===== src/hdl/ate_pkg.sv =====
// ate_pkg: shared types and constants for the array table engine
// no dependencies
package ate_pkg;
  localparam int unsigned Depth = 32;
  localparam int unsigned IdxW = $clog2(Depth);
  localparam int unsigned CntW = $clog2(Depth + 1);

  localparam logic [2:0] ModeAppend  = 3'd0;
  localparam logic [2:0] ModeInsert  = 3'd1;
  localparam logic [2:0] ModeDelete  = 3'd2;
  localparam logic [2:0] ModeSort    = 3'd3;
  localparam logic [2:0] ModeSearch  = 3'd4;
  localparam logic [2:0] ModeDisplay = 3'd5;

  localparam logic [2:0] StOk       = 3'd0;
  localparam logic [2:0] StFull     = 3'd1;
  localparam logic [2:0] StBadPos   = 3'd2;
  localparam logic [2:0] StNotFound = 3'd3;
  localparam logic [2:0] StEmpty    = 3'd4;

  typedef struct packed {
    logic [2:0]         mode;
    logic [5:0]         position;
    logic signed [31:0] value;
  } req_t;

  typedef struct packed {
    logic signed [31:0] item_value;
    logic [5:0]         item_position;
    logic [2:0]         status;
    logic               last;
  } rsp_t;
endpackage


===== src/hdl/ate_front.sv =====
// ate_front: accepts requests and holds them in a two-entry queue
// depends on ate_pkg
module ate_front (
  input  logic          clk_i,
  input  logic          rst_ni,
  input  logic          req_valid_i,
  output logic          req_stall_o,
  input  ate_pkg::req_t req_i,
  output logic          q_valid_o,
  input  logic          q_pop_i,
  output ate_pkg::req_t q_o
);
  ate_pkg::req_t buf_q [2];
  logic rd_q, wr_q;
  logic [1:0] cnt_q;
  logic push;

  assign req_stall_o = (cnt_q == 2'd2);
  // unused modes are dropped here, never reach the back end
  assign push = req_valid_i && !req_stall_o && (req_i.mode <= ate_pkg::ModeDisplay);
  assign q_valid_o = (cnt_q != 2'd0);
  assign q_o = buf_q[rd_q];

  always_ff @(posedge clk_i) begin
    if (push) buf_q[wr_q] <= req_i;
  end

  always_ff @(posedge clk_i or negedge rst_ni) begin
    if (!rst_ni) begin
      rd_q <= 1'b0;
      wr_q <= 1'b0;
      cnt_q <= 2'd0;
    end else begin
      if (push) wr_q <= ~wr_q;
      if (q_pop_i) rd_q <= ~rd_q;
      cnt_q <= cnt_q + {1'b0, push} - {1'b0, q_pop_i};
    end
  end
endmodule


===== src/hdl/ate_back.sv =====
// ate_back: sequencer that runs one request over the entry memory
// depends on ate_pkg
module ate_back (
  input  logic          clk_i,
  input  logic          rst_ni,
  input  logic          q_valid_i,
  output logic          q_pop_o,
  input  ate_pkg::req_t q_i,
  output logic          rsp_valid_o,
  input  logic          rsp_stall_i,
  output ate_pkg::rsp_t rsp_o
);
  localparam logic [2:0] SIdle  = 3'd0;
  localparam logic [2:0] SRead  = 3'd1;
  localparam logic [2:0] SWait  = 3'd2;
  localparam logic [2:0] SExec  = 3'd3;
  localparam logic [2:0] SWrite = 3'd4;
  localparam logic [2:0] SDone  = 3'd5;
  localparam logic [2:0] SFlush = 3'd6;

  logic signed [31:0] mem [ate_pkg::Depth];
  logic signed [31:0] rdata_q;
  logic [ate_pkg::IdxW-1:0] raddr, waddr;
  logic signed [31:0] wdata;
  logic we;
  logic re;

  logic [2:0] st_q, st_d;
  ate_pkg::req_t cur_q, cur_d;
  logic [ate_pkg::CntW-1:0] cnt_q, cnt_d;
  logic [ate_pkg::CntW-1:0] i_q, i_d, j_q, j_d;
  logic signed [31:0] a_q, a_d;  // sort: entry i
  logic found_q, found_d;
  logic [5:0] pend_q, pend_d;    // search: match held until the next one
  logic ph_q, ph_d;              // sort: read i vs j
  logic rv_q, rv_d;
  ate_pkg::rsp_t r_q, r_d;

  always_ff @(posedge clk_i) begin
    if (we) mem[waddr] <= wdata;
    if (re) rdata_q <= mem[raddr];
  end

  assign rsp_valid_o = rv_q;
  assign rsp_o = r_q;
  assign q_pop_o = (st_q == SIdle) && q_valid_i && !rv_q;

  function automatic ate_pkg::rsp_t mk(logic signed [31:0] v, logic [5:0] p,
                                       logic [2:0] s, logic l);
    ate_pkg::rsp_t r;
    r.item_value = v; r.item_position = p; r.status = s; r.last = l;
    return r;
  endfunction

  always_comb begin
    st_d = st_q; cur_d = cur_q; cnt_d = cnt_q; i_d = i_q; j_d = j_q;
    a_d = a_q; found_d = found_q; pend_d = pend_q; ph_d = ph_q; rv_d = rv_q; r_d = r_q;
    we = 1'b0; waddr = '0; wdata = '0; raddr = i_q[ate_pkg::IdxW-1:0]; re = 1'b0;
    if (rv_q && !rsp_stall_i) rv_d = 1'b0;
    unique case (st_q)
      SIdle: begin
        if (q_pop_o) begin
          cur_d = q_i;
          found_d = 1'b0;
          ph_d = 1'b0;
          st_d = SDone;
          unique case (q_i.mode)
            ate_pkg::ModeAppend: begin
              if (cnt_q == ate_pkg::CntW'(ate_pkg::Depth)) begin
                rv_d = 1'b1; r_d = mk('0, '0, ate_pkg::StFull, 1'b1);
              end else begin
                we = 1'b1; waddr = cnt_q[ate_pkg::IdxW-1:0]; wdata = q_i.value;
                cnt_d = cnt_q + 1'b1;
                rv_d = 1'b1; r_d = mk('0, '0, ate_pkg::StOk, 1'b1);
              end
            end
            ate_pkg::ModeInsert: begin
              if (cnt_q == ate_pkg::CntW'(ate_pkg::Depth)) begin
                rv_d = 1'b1; r_d = mk('0, '0, ate_pkg::StFull, 1'b1);
              end else if (q_i.position == '0 || q_i.position > cnt_q + 1'b1) begin
                rv_d = 1'b1; r_d = mk('0, '0, ate_pkg::StBadPos, 1'b1);
              end else begin
                i_d = cnt_q;  // walk down, moving entry i-1 to i
                st_d = SRead;
              end
            end
            ate_pkg::ModeDelete: begin
              if (q_i.position == '0 || q_i.position > cnt_q) begin
                rv_d = 1'b1; r_d = mk('0, '0, ate_pkg::StBadPos, 1'b1);
              end else begin
                i_d = q_i.position - 1'b1;
                st_d = SRead;
              end
            end
            ate_pkg::ModeSort: begin
              i_d = '0; j_d = ate_pkg::CntW'(1);
              st_d = SRead;
            end
            ate_pkg::ModeSearch: begin
              if (cnt_q == '0) begin
                rv_d = 1'b1; r_d = mk('0, '0, ate_pkg::StNotFound, 1'b1);
              end else begin
                i_d = '0; st_d = SRead;
              end
            end
            default: begin
              if (cnt_q == '0) begin
                rv_d = 1'b1; r_d = mk('0, '0, ate_pkg::StEmpty, 1'b1);
              end else begin
                i_d = '0; st_d = SRead;
              end
            end
          endcase
        end
      end
      SRead: begin
        // issue the memory read for this step, or end the walk or start the next sort row
        unique case (cur_q.mode)
          ate_pkg::ModeInsert: begin
            if (i_q == cur_q.position - 1'b1) begin
              we = 1'b1; waddr = i_q[ate_pkg::IdxW-1:0]; wdata = cur_q.value;
              cnt_d = cnt_q + 1'b1;
              st_d = SDone;
            end else begin
              raddr = ate_pkg::IdxW'(i_q - 1'b1); re = 1'b1; st_d = SWait;
            end
          end
          ate_pkg::ModeDelete: begin
            if (i_q + 1'b1 >= cnt_q) begin
              cnt_d = cnt_q - 1'b1; st_d = SDone;
            end else begin
              raddr = ate_pkg::IdxW'(i_q + 1'b1); re = 1'b1; st_d = SWait;
            end
          end
          ate_pkg::ModeSort: begin
            if (j_q >= cnt_q) begin
              if (i_q + ate_pkg::CntW'(2) >= cnt_q) st_d = SDone;
              else begin
                // next row reloads entry i first
                i_d = i_q + 1'b1; j_d = i_q + ate_pkg::CntW'(2); ph_d = 1'b0;
              end
            end else begin
              raddr = ph_q ? j_q[ate_pkg::IdxW-1:0] : i_q[ate_pkg::IdxW-1:0];
              re = 1'b1;
              st_d = SWait;
            end
          end
          default: begin
            raddr = i_q[ate_pkg::IdxW-1:0]; re = 1'b1; st_d = SWait;
          end
        endcase
        if (st_d == SDone && cur_q.mode != ate_pkg::ModeSearch) begin
          rv_d = 1'b1; r_d = mk('0, '0, ate_pkg::StOk, 1'b1);
        end
      end
      SWait: st_d = SExec;
      SExec: begin
        unique case (cur_q.mode)
          ate_pkg::ModeInsert: begin
            we = 1'b1; waddr = i_q[ate_pkg::IdxW-1:0]; wdata = rdata_q;
            i_d = i_q - 1'b1; st_d = SRead;
          end
          ate_pkg::ModeDelete: begin
            we = 1'b1; waddr = i_q[ate_pkg::IdxW-1:0]; wdata = rdata_q;
            i_d = i_q + 1'b1; st_d = SRead;
          end
          ate_pkg::ModeSort: begin
            if (!ph_q) begin
              a_d = rdata_q; ph_d = 1'b1; st_d = SRead;
            end else if (a_q > rdata_q) begin
              // swap: j gets old i now, i gets old j next cycle
              we = 1'b1; waddr = j_q[ate_pkg::IdxW-1:0]; wdata = a_q;
              a_d = rdata_q; st_d = SWrite;
            end else begin
              j_d = j_q + 1'b1; st_d = SRead;
            end
          end
          default: begin
            // display emits one result per step; search sends the previous match
            if (!rv_q || !rsp_stall_i) begin
              logic hit;
              logic fin;
              hit = (rdata_q == cur_q.value);
              fin = (i_q + 1'b1 >= cnt_q);
              if (cur_q.mode == ate_pkg::ModeDisplay) begin
                rv_d = 1'b1;
                r_d = mk(rdata_q, i_q + 1'b1, ate_pkg::StOk, fin);
              end else if (hit) begin
                if (found_q) begin
                  rv_d = 1'b1;
                  r_d = mk('0, pend_q, ate_pkg::StOk, 1'b0);
                end
                found_d = 1'b1;
                pend_d = i_q + 1'b1;
              end
              i_d = i_q + 1'b1;
              if (!fin) st_d = SRead;
              else if (cur_q.mode == ate_pkg::ModeDisplay) st_d = SDone;
              else st_d = SFlush;
            end
          end
        endcase
      end
      SWrite: begin
        we = 1'b1; waddr = i_q[ate_pkg::IdxW-1:0]; wdata = a_q;
        j_d = j_q + 1'b1; st_d = SRead;
      end
      SFlush: begin
        // search end: the held match is the final one, or nothing matched
        if (!rv_q || !rsp_stall_i) begin
          rv_d = 1'b1;
          r_d = found_q ? mk('0, pend_q, ate_pkg::StOk, 1'b1)
                        : mk('0, '0, ate_pkg::StNotFound, 1'b1);
          st_d = SDone;
        end
      end
      SDone: if (!rv_d) st_d = SIdle;
      default: st_d = SIdle;
    endcase
  end

  always_ff @(posedge clk_i or negedge rst_ni) begin
    if (!rst_ni) begin
      st_q <= SIdle; cnt_q <= '0; rv_q <= 1'b0; found_q <= 1'b0; ph_q <= 1'b0;
    end else begin
      st_q <= st_d; cnt_q <= cnt_d; rv_q <= rv_d; found_q <= found_d; ph_q <= ph_d;
    end
  end

  always_ff @(posedge clk_i) begin
    cur_q <= cur_d; i_q <= i_d; j_q <= j_d; a_q <= a_d; r_q <= r_d; pend_q <= pend_d;
  end
endmodule


===== src/hdl/array_table_engine_core.sv =====
// array_table_engine_core: top level of the array table engine
// depends on ate_pkg, ate_front, ate_back
//
// usage: one request channel (req_valid_i, req_stall_o, req_i) carries mode,
// position and value; one response channel (rsp_valid_o, rsp_stall_i, rsp_o)
// carries item_value, item_position, status and last. last marks the final
// response of a request
// the front end queues up to two requests; the back end runs one request at
// a time against a 32-entry memory with registered read
// append and failed checks answer straight from idle; insert and delete
// move one entry per step, each step a read and a write; search and display
// read one entry per step, search one more step to send its final match;
// sort reads one entry per compare, rereads entry i at the start of each
// row and adds a write step per swap. each step that reads waits for the
// registered read data
// reset clears the queue and the entry count; memory contents are not
// cleared. a stalled response holds; the walk waits for it
// modes 6 and 7 are dropped without a response
module array_table_engine_core (
  input  logic          clk_i,
  input  logic          rst_ni,
  input  logic          req_valid_i,
  output logic          req_stall_o,
  input  ate_pkg::req_t req_i,
  output logic          rsp_valid_o,
  input  logic          rsp_stall_i,
  output ate_pkg::rsp_t rsp_o
);
  logic q_valid, q_pop;
  ate_pkg::req_t q_req;

  // request queue
  ate_front u_front (
    .clk_i, .rst_ni, .req_valid_i, .req_stall_o, .req_i,
    .q_valid_o(q_valid), .q_pop_i(q_pop), .q_o(q_req)
  );

  // sequencer over the entry memory
  ate_back u_back (
    .clk_i, .rst_ni, .q_valid_i(q_valid), .q_pop_o(q_pop), .q_i(q_req),
    .rsp_valid_o, .rsp_stall_i, .rsp_o
  );
endmodule

===== config.mk =====
export PLATFORM = sky130hd
export DESIGN_NAME = array_table_engine_core
export DESIGN_NICKNAME = d
export VERILOG_FILES = /design/src/hdl/ate_pkg.sv /design/src/hdl/ate_front.sv /design/src/hdl/ate_back.sv /design/src/hdl/array_table_engine_core.sv
export SDC_FILE = /design/constraint.sdc
export NUM_CORES = 2
export LEC_CHECK = 0
export BUFFER_PORTS_ARGS = -buffer_cell sky130_fd_sc_hd__buf_2
export CORE_MARGIN = 5
export CORE_UTILIZATION = 57
export CTS_CLUSTER_DIAMETER = 150
export DETAILED_ROUTE_END_ITERATION = 8
export GPL_ROUTABILITY_DRIVEN = 0
export PLACE_DENSITY_LB_ADDON = 0.25
export RECOVER_POWER = 25
export SLEW_MARGIN = 20
export SYNTH_ARGS = -nofsm -noshare
export SYNTH_HDL_FRONTEND = slang
export SYNTH_SLANG_ARGS = --single-unit

===== constraint.sdc =====
create_clock -name clk_i -period 17.4 [get_ports clk_i]
set_input_delay 0.87 -clock clk_i [delete_from_list [all_inputs] [get_ports clk_i]]
set_output_delay 0.87 -clock clk_i [all_outputs]
set_load 0.1 [all_outputs]

---- After elaboration in Yosys (flattened, before gate mapping) ----
Memory sizes are Yosys's and may differ from the RTL's. A register that Yosys moved wholly into a read port is not among the register bits.
Index checks and enable logic that the tools add are counted.
operators by class
  $add $sub $neg .......................... 10
  magnitude comparators ................... 7
  eq/ne operators ......................... 56
  muxes and demuxes ....................... 136
  bitwise logic cells ..................... 4
  reductions and logical operators ........ 34
operators by type and width
  cell                                                                count
  42-bit two-way mux                                                  13
  32-bit two-way mux                                                  9
  42-bit one-hot mux with 5 select lines                              1
  42-bit one-hot mux with 4 select lines                              1
  6-bit two-way mux                                                   22
  32-bit one-hot mux with 4 select lines                              1
  32-bit one-hot mux with 2 select lines                              1
  5-bit two-way mux                                                   12
  3-bit two-way mux                                                   16
  6-bit one-hot mux with 4 select lines                               2
  1-bit two-way mux                                                   37
  6-bit one-hot mux with 3 select lines                               2
  32-bit == test                                                      1
  32-bit greater-than comparator                                      1
  2-bit != test, second input constant                                13
  6-bit one-hot mux with 2 select lines                               2
  6-bit by 1-bit subtractor with 6-bit output, second input constant  4
  3-bit one-hot mux with 7 select lines                               1
  5-bit one-hot mux with 4 select lines                               1
  6-bit by 1-bit adder with 6-bit output, second input constant       3
  3-bit by 2-bit == test with 1-bit output, second input constant     6
  3-bit == test, second input constant                                6
  6-bit >= comparator                                                 3
  3-bit != test, second input constant                                6
  46 further kinds                                                    83
storage, ports and cells
  register bits ........................... 149
  RAM bits ................................ 1106
  memories kept ........................... 2
memory list
  memory         depth  width  read ports  clocked after memory_dff  wr ports  RTL line         text
  u_back.mem     32     32     1           1                         1         ate_back.sv:21   logic signed [31:0] mem [ate_pkg::Depth];
  u_front.buf_q  2      41     1           0                         1         ate_front.sv:13  ate_pkg::req_t buf_q [2];

---- Logic depth before layout (Yosys ltp) ----
  depth after elaboration ................. 10
  gate-level depth with buffers ........... 20
  gate-level depth less buffers ........... 16

---- Hierarchy ----
Synthesis repeated with hierarchy kept, for this count alone.
second synthesis, totals
  cell total of the unflattened synthesis .. 3917
  area, all modules ....................... 54194.5 µm²
by module, submodules not included
  module     times used  cells each  area each (µm²)  sequential area each (µm²)
  ate_back   1           3771        50820.0          36004.5
  ate_front  1           146         3374.5           2562.5

---- Least setup slack after synthesis ----
Ideal clock, no wire load.
  path kind ............................... register to register
  start point ............................. reg u_back.i_q[1] in the netlist's numbering
  end point ............................... reg u_back.r_q (netlist bit u_back.rsp_o[0]), enable pin
  setup time .............................. 0.510 ns
  data arrival time ....................... 5.865 ns
  setup slack ............................. 11.025 ns
  stages on the path, launching flop included .. 16
  buffers on the path ..................... 0
  path through ............................ edfxtp_1 > ha_1 > nand4_1 > xor2_1 > inv_1 > ha_1 > a41o_1 > o31a_1 > or2_1 > nor2_1 > a21oi_1 > a22oi_1 > nor2_1 > a21boi_0 > mux2i_1 > a221oi_1
on the way
  longest elaborated chain between the ends .. 10
  elaborated cells on any way between the ends .. 15
  classes of those cells .................. 2 x add/sub; 2 x order compare; 3 x eq/ne; 6 x mux; 2 x reduce/logical
ends and longest elaborated chain
  item                                                           RTL line         text
  from (decl)                                                    ate_back.sv:31   logic [ate_pkg::CntW-1:0] i_q, i_d, j_q, j_d;
  from (signal assigned)                                         ate_back.sv:231  cur_q <= cur_d; i_q <= i_d; j_q <= j_d; a_q <= a_d; r_q <= r_d; pend_q <= pend_d;
  6-bit by 2-bit adder with 6-bit output                         ate_back.sv:137  if (i_q + ate_pkg::CntW'(2) >= cnt_q) st_d = SDone;
  6-bit >= comparator                                            ate_back.sv:137
  3-bit two-way mux                                              ate_back.sv:137
  3-bit two-way mux                                              ate_back.sv:136  if (j_q >= cnt_q) begin
  3-bit one-hot mux with 3 select lines (*)                      ate_back.sv:118  unique case (cur_q.mode)
  3-bit two-way mux (*)                                          ate_back.sv:60   unique case (st_q)
  3-bit == test (*)                                              ate_back.sv:152  if (st_d == SDone && cur_q.mode != ate_pkg::ModeSearch) begin
  1-bit logical AND (*)                                          ate_back.sv:152
  2-bit by 1-bit != test with 1-bit output (no source line) (*)  --
  13-bit AND reduction (no source line) (*)                      --
  to (signal assigned)                                           ate_back.sv:231
  to (decl)                                                      ate_back.sv:37   ate_pkg::rsp_t r_q, r_d;
Mark *: on every way between the ends. The rest lies on a longest branch, timed or not. The select of a mux whose other input is x is not followed.
A chain may end at the register's enable or synchronous reset.

---- Final worst setup path ----
  start point ............................. reg u_front.rd_q
  end point ............................... mem u_back.mem[6][16], enable pin
on the way
  longest elaborated chain between the ends .. 7
  elaborated cells on any way between the ends .. 10
  classes of those cells .................. 8 x mux; 1 x reduce/logical; 1 x memory
ends and longest elaborated chain
  item                                     RTL line         text
  from (decl)                              ate_front.sv:14  logic rd_q, wr_q;
  from (signal assigned)                   ate_front.sv:35  if (q_pop_i) rd_q <= ~rd_q;
  memory 2 x 41 bit (*)                    --
  3-bit zero test (*)                      ate_back.sv:67   unique case (q_i.mode)
  1-bit two-way mux                        ate_back.sv:67
  1-bit two-way mux                        ate_back.sv:62   if (q_pop_o) begin
  1-bit one-hot mux with 4 select lines    ate_back.sv:60
  1-bit two-way mux                        ate_back.sv:40   if (we) mem[waddr] <= wdata;
  1-bit two-way mux (implied by the code)  ate_back.sv:40
  to (decl)                                ate_back.sv:21
Mark *: on every way between the ends. The rest lies on a longest branch, timed or not.

==> impl_metrics.tcl <==
set metrics [dict create \
    num_io_pins 89 \
    clk-insertion-delay-late_ns 0.74 \
    violations "max-capacitance violations, max-slew violations" \
    vias_in_the_first_global_route 31900 \
    largest_net_degree_at_the_start_of_global_routing 149 \
    min_path_type "in -> async" \
    cts_hold_buffers 0 \
    timing.critical_path.from "u_front.rd_q" \
    crit-reg2reg-launch "u_front.rd_q" \
    final-max-slew-violation-count 424 \
    critPathCaptureType "register" \
    post_synth_inst_count 3617 \
    htree_num_levels 4 \
    cts.sink_count 1287 \
    synth_async_sr_flop_share 0.0124 \
    max-cap-violations 12 \
    synth_sequential_area_ratio 0.714 \
    setup_total_negative_slack_ns 0 \
    antenna_found_initial 3 \
    powerDensity_mw_per_mm2 181 \
    worstPathMaxFanout 44 \
    netlist_area_sq_mm 0.0540 \
    ys_top_cells_by_area "edfxtp_1 71%, nand2_1 4.0%, mux2i_1 3.9%" \
    synth_top_area_frac 0.707 \
    post-dp-hpwl_um 78300 \
    max-vdd-ir-drop_mv 0.149 \
    wl_per_cell_um 27.3 \
    max-clock-path-buffers 3 \
    clock_tree.root_cell "clkbuf_16" \
    fin_crit_sh 0.485 \
    critPathArrivalTime_ns 8.82 \
    status "finished, violations left" \
    groute.usage.overall 0.271 \
    final_util 0.635 \
    die_h_um 318 \
    synth.most_common_cell "edfxtp_1" \
    fp.dieArea_sq_mm 0.101 \
    final.min_clock_period_ns 8.43 \
    synth_largest_area_cell "edfxtp_1" \
    clkTransAtPathRegs_ns 0.06 \
    drt-vias-per-instance 6.42 \
    synth_enable_flop_cells 1271 \
    portBuffers 88 \
    static-leakage-power_uw 0.0211 \
    yosys_warnings 0 \
    syn2layout_area_growth_pct 11.2 \
    criticalPathCategory "reg -> reg" \
    grt-ovfl-total 0 \
    synth.lib_cells_used.distinct 87 \
    drt_first_iter_violations 4820 \
    synth_fp_nets 3738 \
    max_freq_mhz 119 \
    relSlewSlack -0.998 \
    slew_worst_pin_ns 3.00 \
    cts_tree "done" \
    drive_gt1_frac 0.115 \
    yosys_register_bits 1287 \
    synth_area_per_cell_sq_um 14.9 \
    cts-buffers-inserted 130 \
    post-route-drc-count 0 \
    cts_resized 0 \
    first_pass_iters 6 \
    final_net_count 3858 \
    routed_wl_um 139000 \
    cts_post_setup_buffers_inserted 0 \
    antenna_cells_inserted 0 \
    hold_violations 0 \
    timing.clock.skew_ns 0.0239 \
    vias 32700 \
    floorplan.rows 113 \
    timing.critical_path.from_type "register" \
    final-setup-viol-count 0 \
    route.antenna.remaining_nets 0 \
    fill_cell_instance_count_of_the_final_layout 6760 \
    grt_setup_unrepaired "false" \
    yosys-top-cells-count "1271 x edfxtp_1, 577 x nand2_1, 209 x mux2i_1, 185 x nand3_1, 141 x nor2_1" \
    yosys_most_used_dff "edfxtp_1" \
    timing.critical_path.required_ns 17.78 \
    placeableCoreArea_sq_mm 0.0946 \
    die_w_um 318 \
    first_pass_grt_wire_length_um 205000 \
    initial_utilization 0.571 \
]
flip-flops by register name, summed over array words and instances, names as in the netlist, 2 cells and up:
signal / cells
u_back.st_q: 3
u_back.j_q: 6
u_front.buf_q: 82
u_back.i_q: 6
u_back.mem: 1024
u_back.rsp_o: 42
u_back.pend_q: 6
u_front.cnt_q: 2
u_back.rdata_q: 32
u_back.a_q: 32
u_back.cur_q: 41
u_back.cnt_q: 6
cell usage in the layout (no fill, tap or decap), types with 23 or more instances in the layout:
cell / count
nand3_1: 185
mux2_1: 46
nand2_1: 575
o22ai_1: 24
edfxtp_1: 1271
inv_1: 66
nor2_4: 35
buf_4: 81
nor2_1: 104
a211oi_1: 29
ha_1: 76
a222oi_1: 32
nand4_1: 23
o21ai_0: 42
mux4_2: 60
clkbuf_16: 134
mux2i_1: 209
clkbuf_1: 124
xor2_1: 45
o21ai_2: 25
xnor2_1: 27
a21oi_1: 60
a31oi_1: 52
clkinv_1: 37
and3_1: 80
a22oi_1: 36
routing by layer:
layer	global-route usage	wire length, um	vias to the layer above	share of wire
met4	0.0988	5240	0	0.038
met1	0.385	54000	16200	0.39
li1	-	-	14200	-
met3	0.0466	15200	332	0.11
met5	0	0	-	0
met2	0.428	64800	1999	0.47
power by group:
part           total (uW)  switching (uW)  internal [uW]
logic                4120            2820           1300
clock network        2600            1140           1460
registers            4160             252           3910
total               10900            4210           6670
through the flow:
stage	total power, uW	setup slack (ns)	instance area (sq um)	hold slack, ns	instances
after global placement	8240	10.46	56200	0.496	4869
after global routing	11400	8.72	60100	0.304	5102
after floorplan	7150	11.03	54000	0.460	3617
after detailed placement	8290	10.29	56300	0.495	4869
final	10900	8.97	60100	0.314	5102
after CTS	10900	10.29	60200	0.0673	5101
cell type report:
| cell class | instances | area (sq um) | area share |
|---|---|---|---|
| Multi-Input combinational cell | 2064 | 14700 | 0.245 |
| Sequential cell | 1287 | 38600 | 0.642 |
| Clock buffer | 165 | 3470 | 0.0578 |
| Timing Repair Buffer | 188 | 1060 | 0.0176 |
| Clock inverter | 67 | 449 | 0.00748 |
| Inverter | 66 | 248 | 0.00412 |
| Tap cell | 1265 | 1580 | 0.0263 |
final timing paths:
kind	end	slack [ns]	depth (start not counted)
max	u_back.mem[6][16]	8.97	11
min	u_front.rd_q	0.31	1
min in group clk_i	u_front.buf_q[1][2]	0.33	1
min reg2reg	u_front.cnt_q[1]	0.50	1
max in group asynchronous	u_front.rd_q	16.39	1
max reg2reg	u_back.mem[6][16]	8.97	11
critical path: stages, from the launching register on:
cell and delay, ns:
dfrtp_2 0.33, clkbuf_1 1.93, mux2i_1 0.72, nand2b_1 0.20, nor3b_1 0.56, and2_0 0.20
clkbuf_1 1.52, a22o_1 0.49, a31oi_1 0.11, nand2b_1 0.57, nor2_4 0.93, buf_4 0.50
cell families (layout without fill, tap and decap cells):
family / after synthesis / after routing / synth area share
DFF: 1287 / 1287 / 0.714
and+or+nand+nor: 1084 / 1084 / 0.0886
AOI/OAI and AO/OA: 502 / 502 / 0.0678
muxes: 330 / 330 / 0.0765
buffers and inverters: 266 / 486 / 0.0239
adders and majority gates: 76 / 76 / 0.0176
xor gates and xnor gates: 72 / 72 / 0.0117
Power figures use the tool's default switching activity.
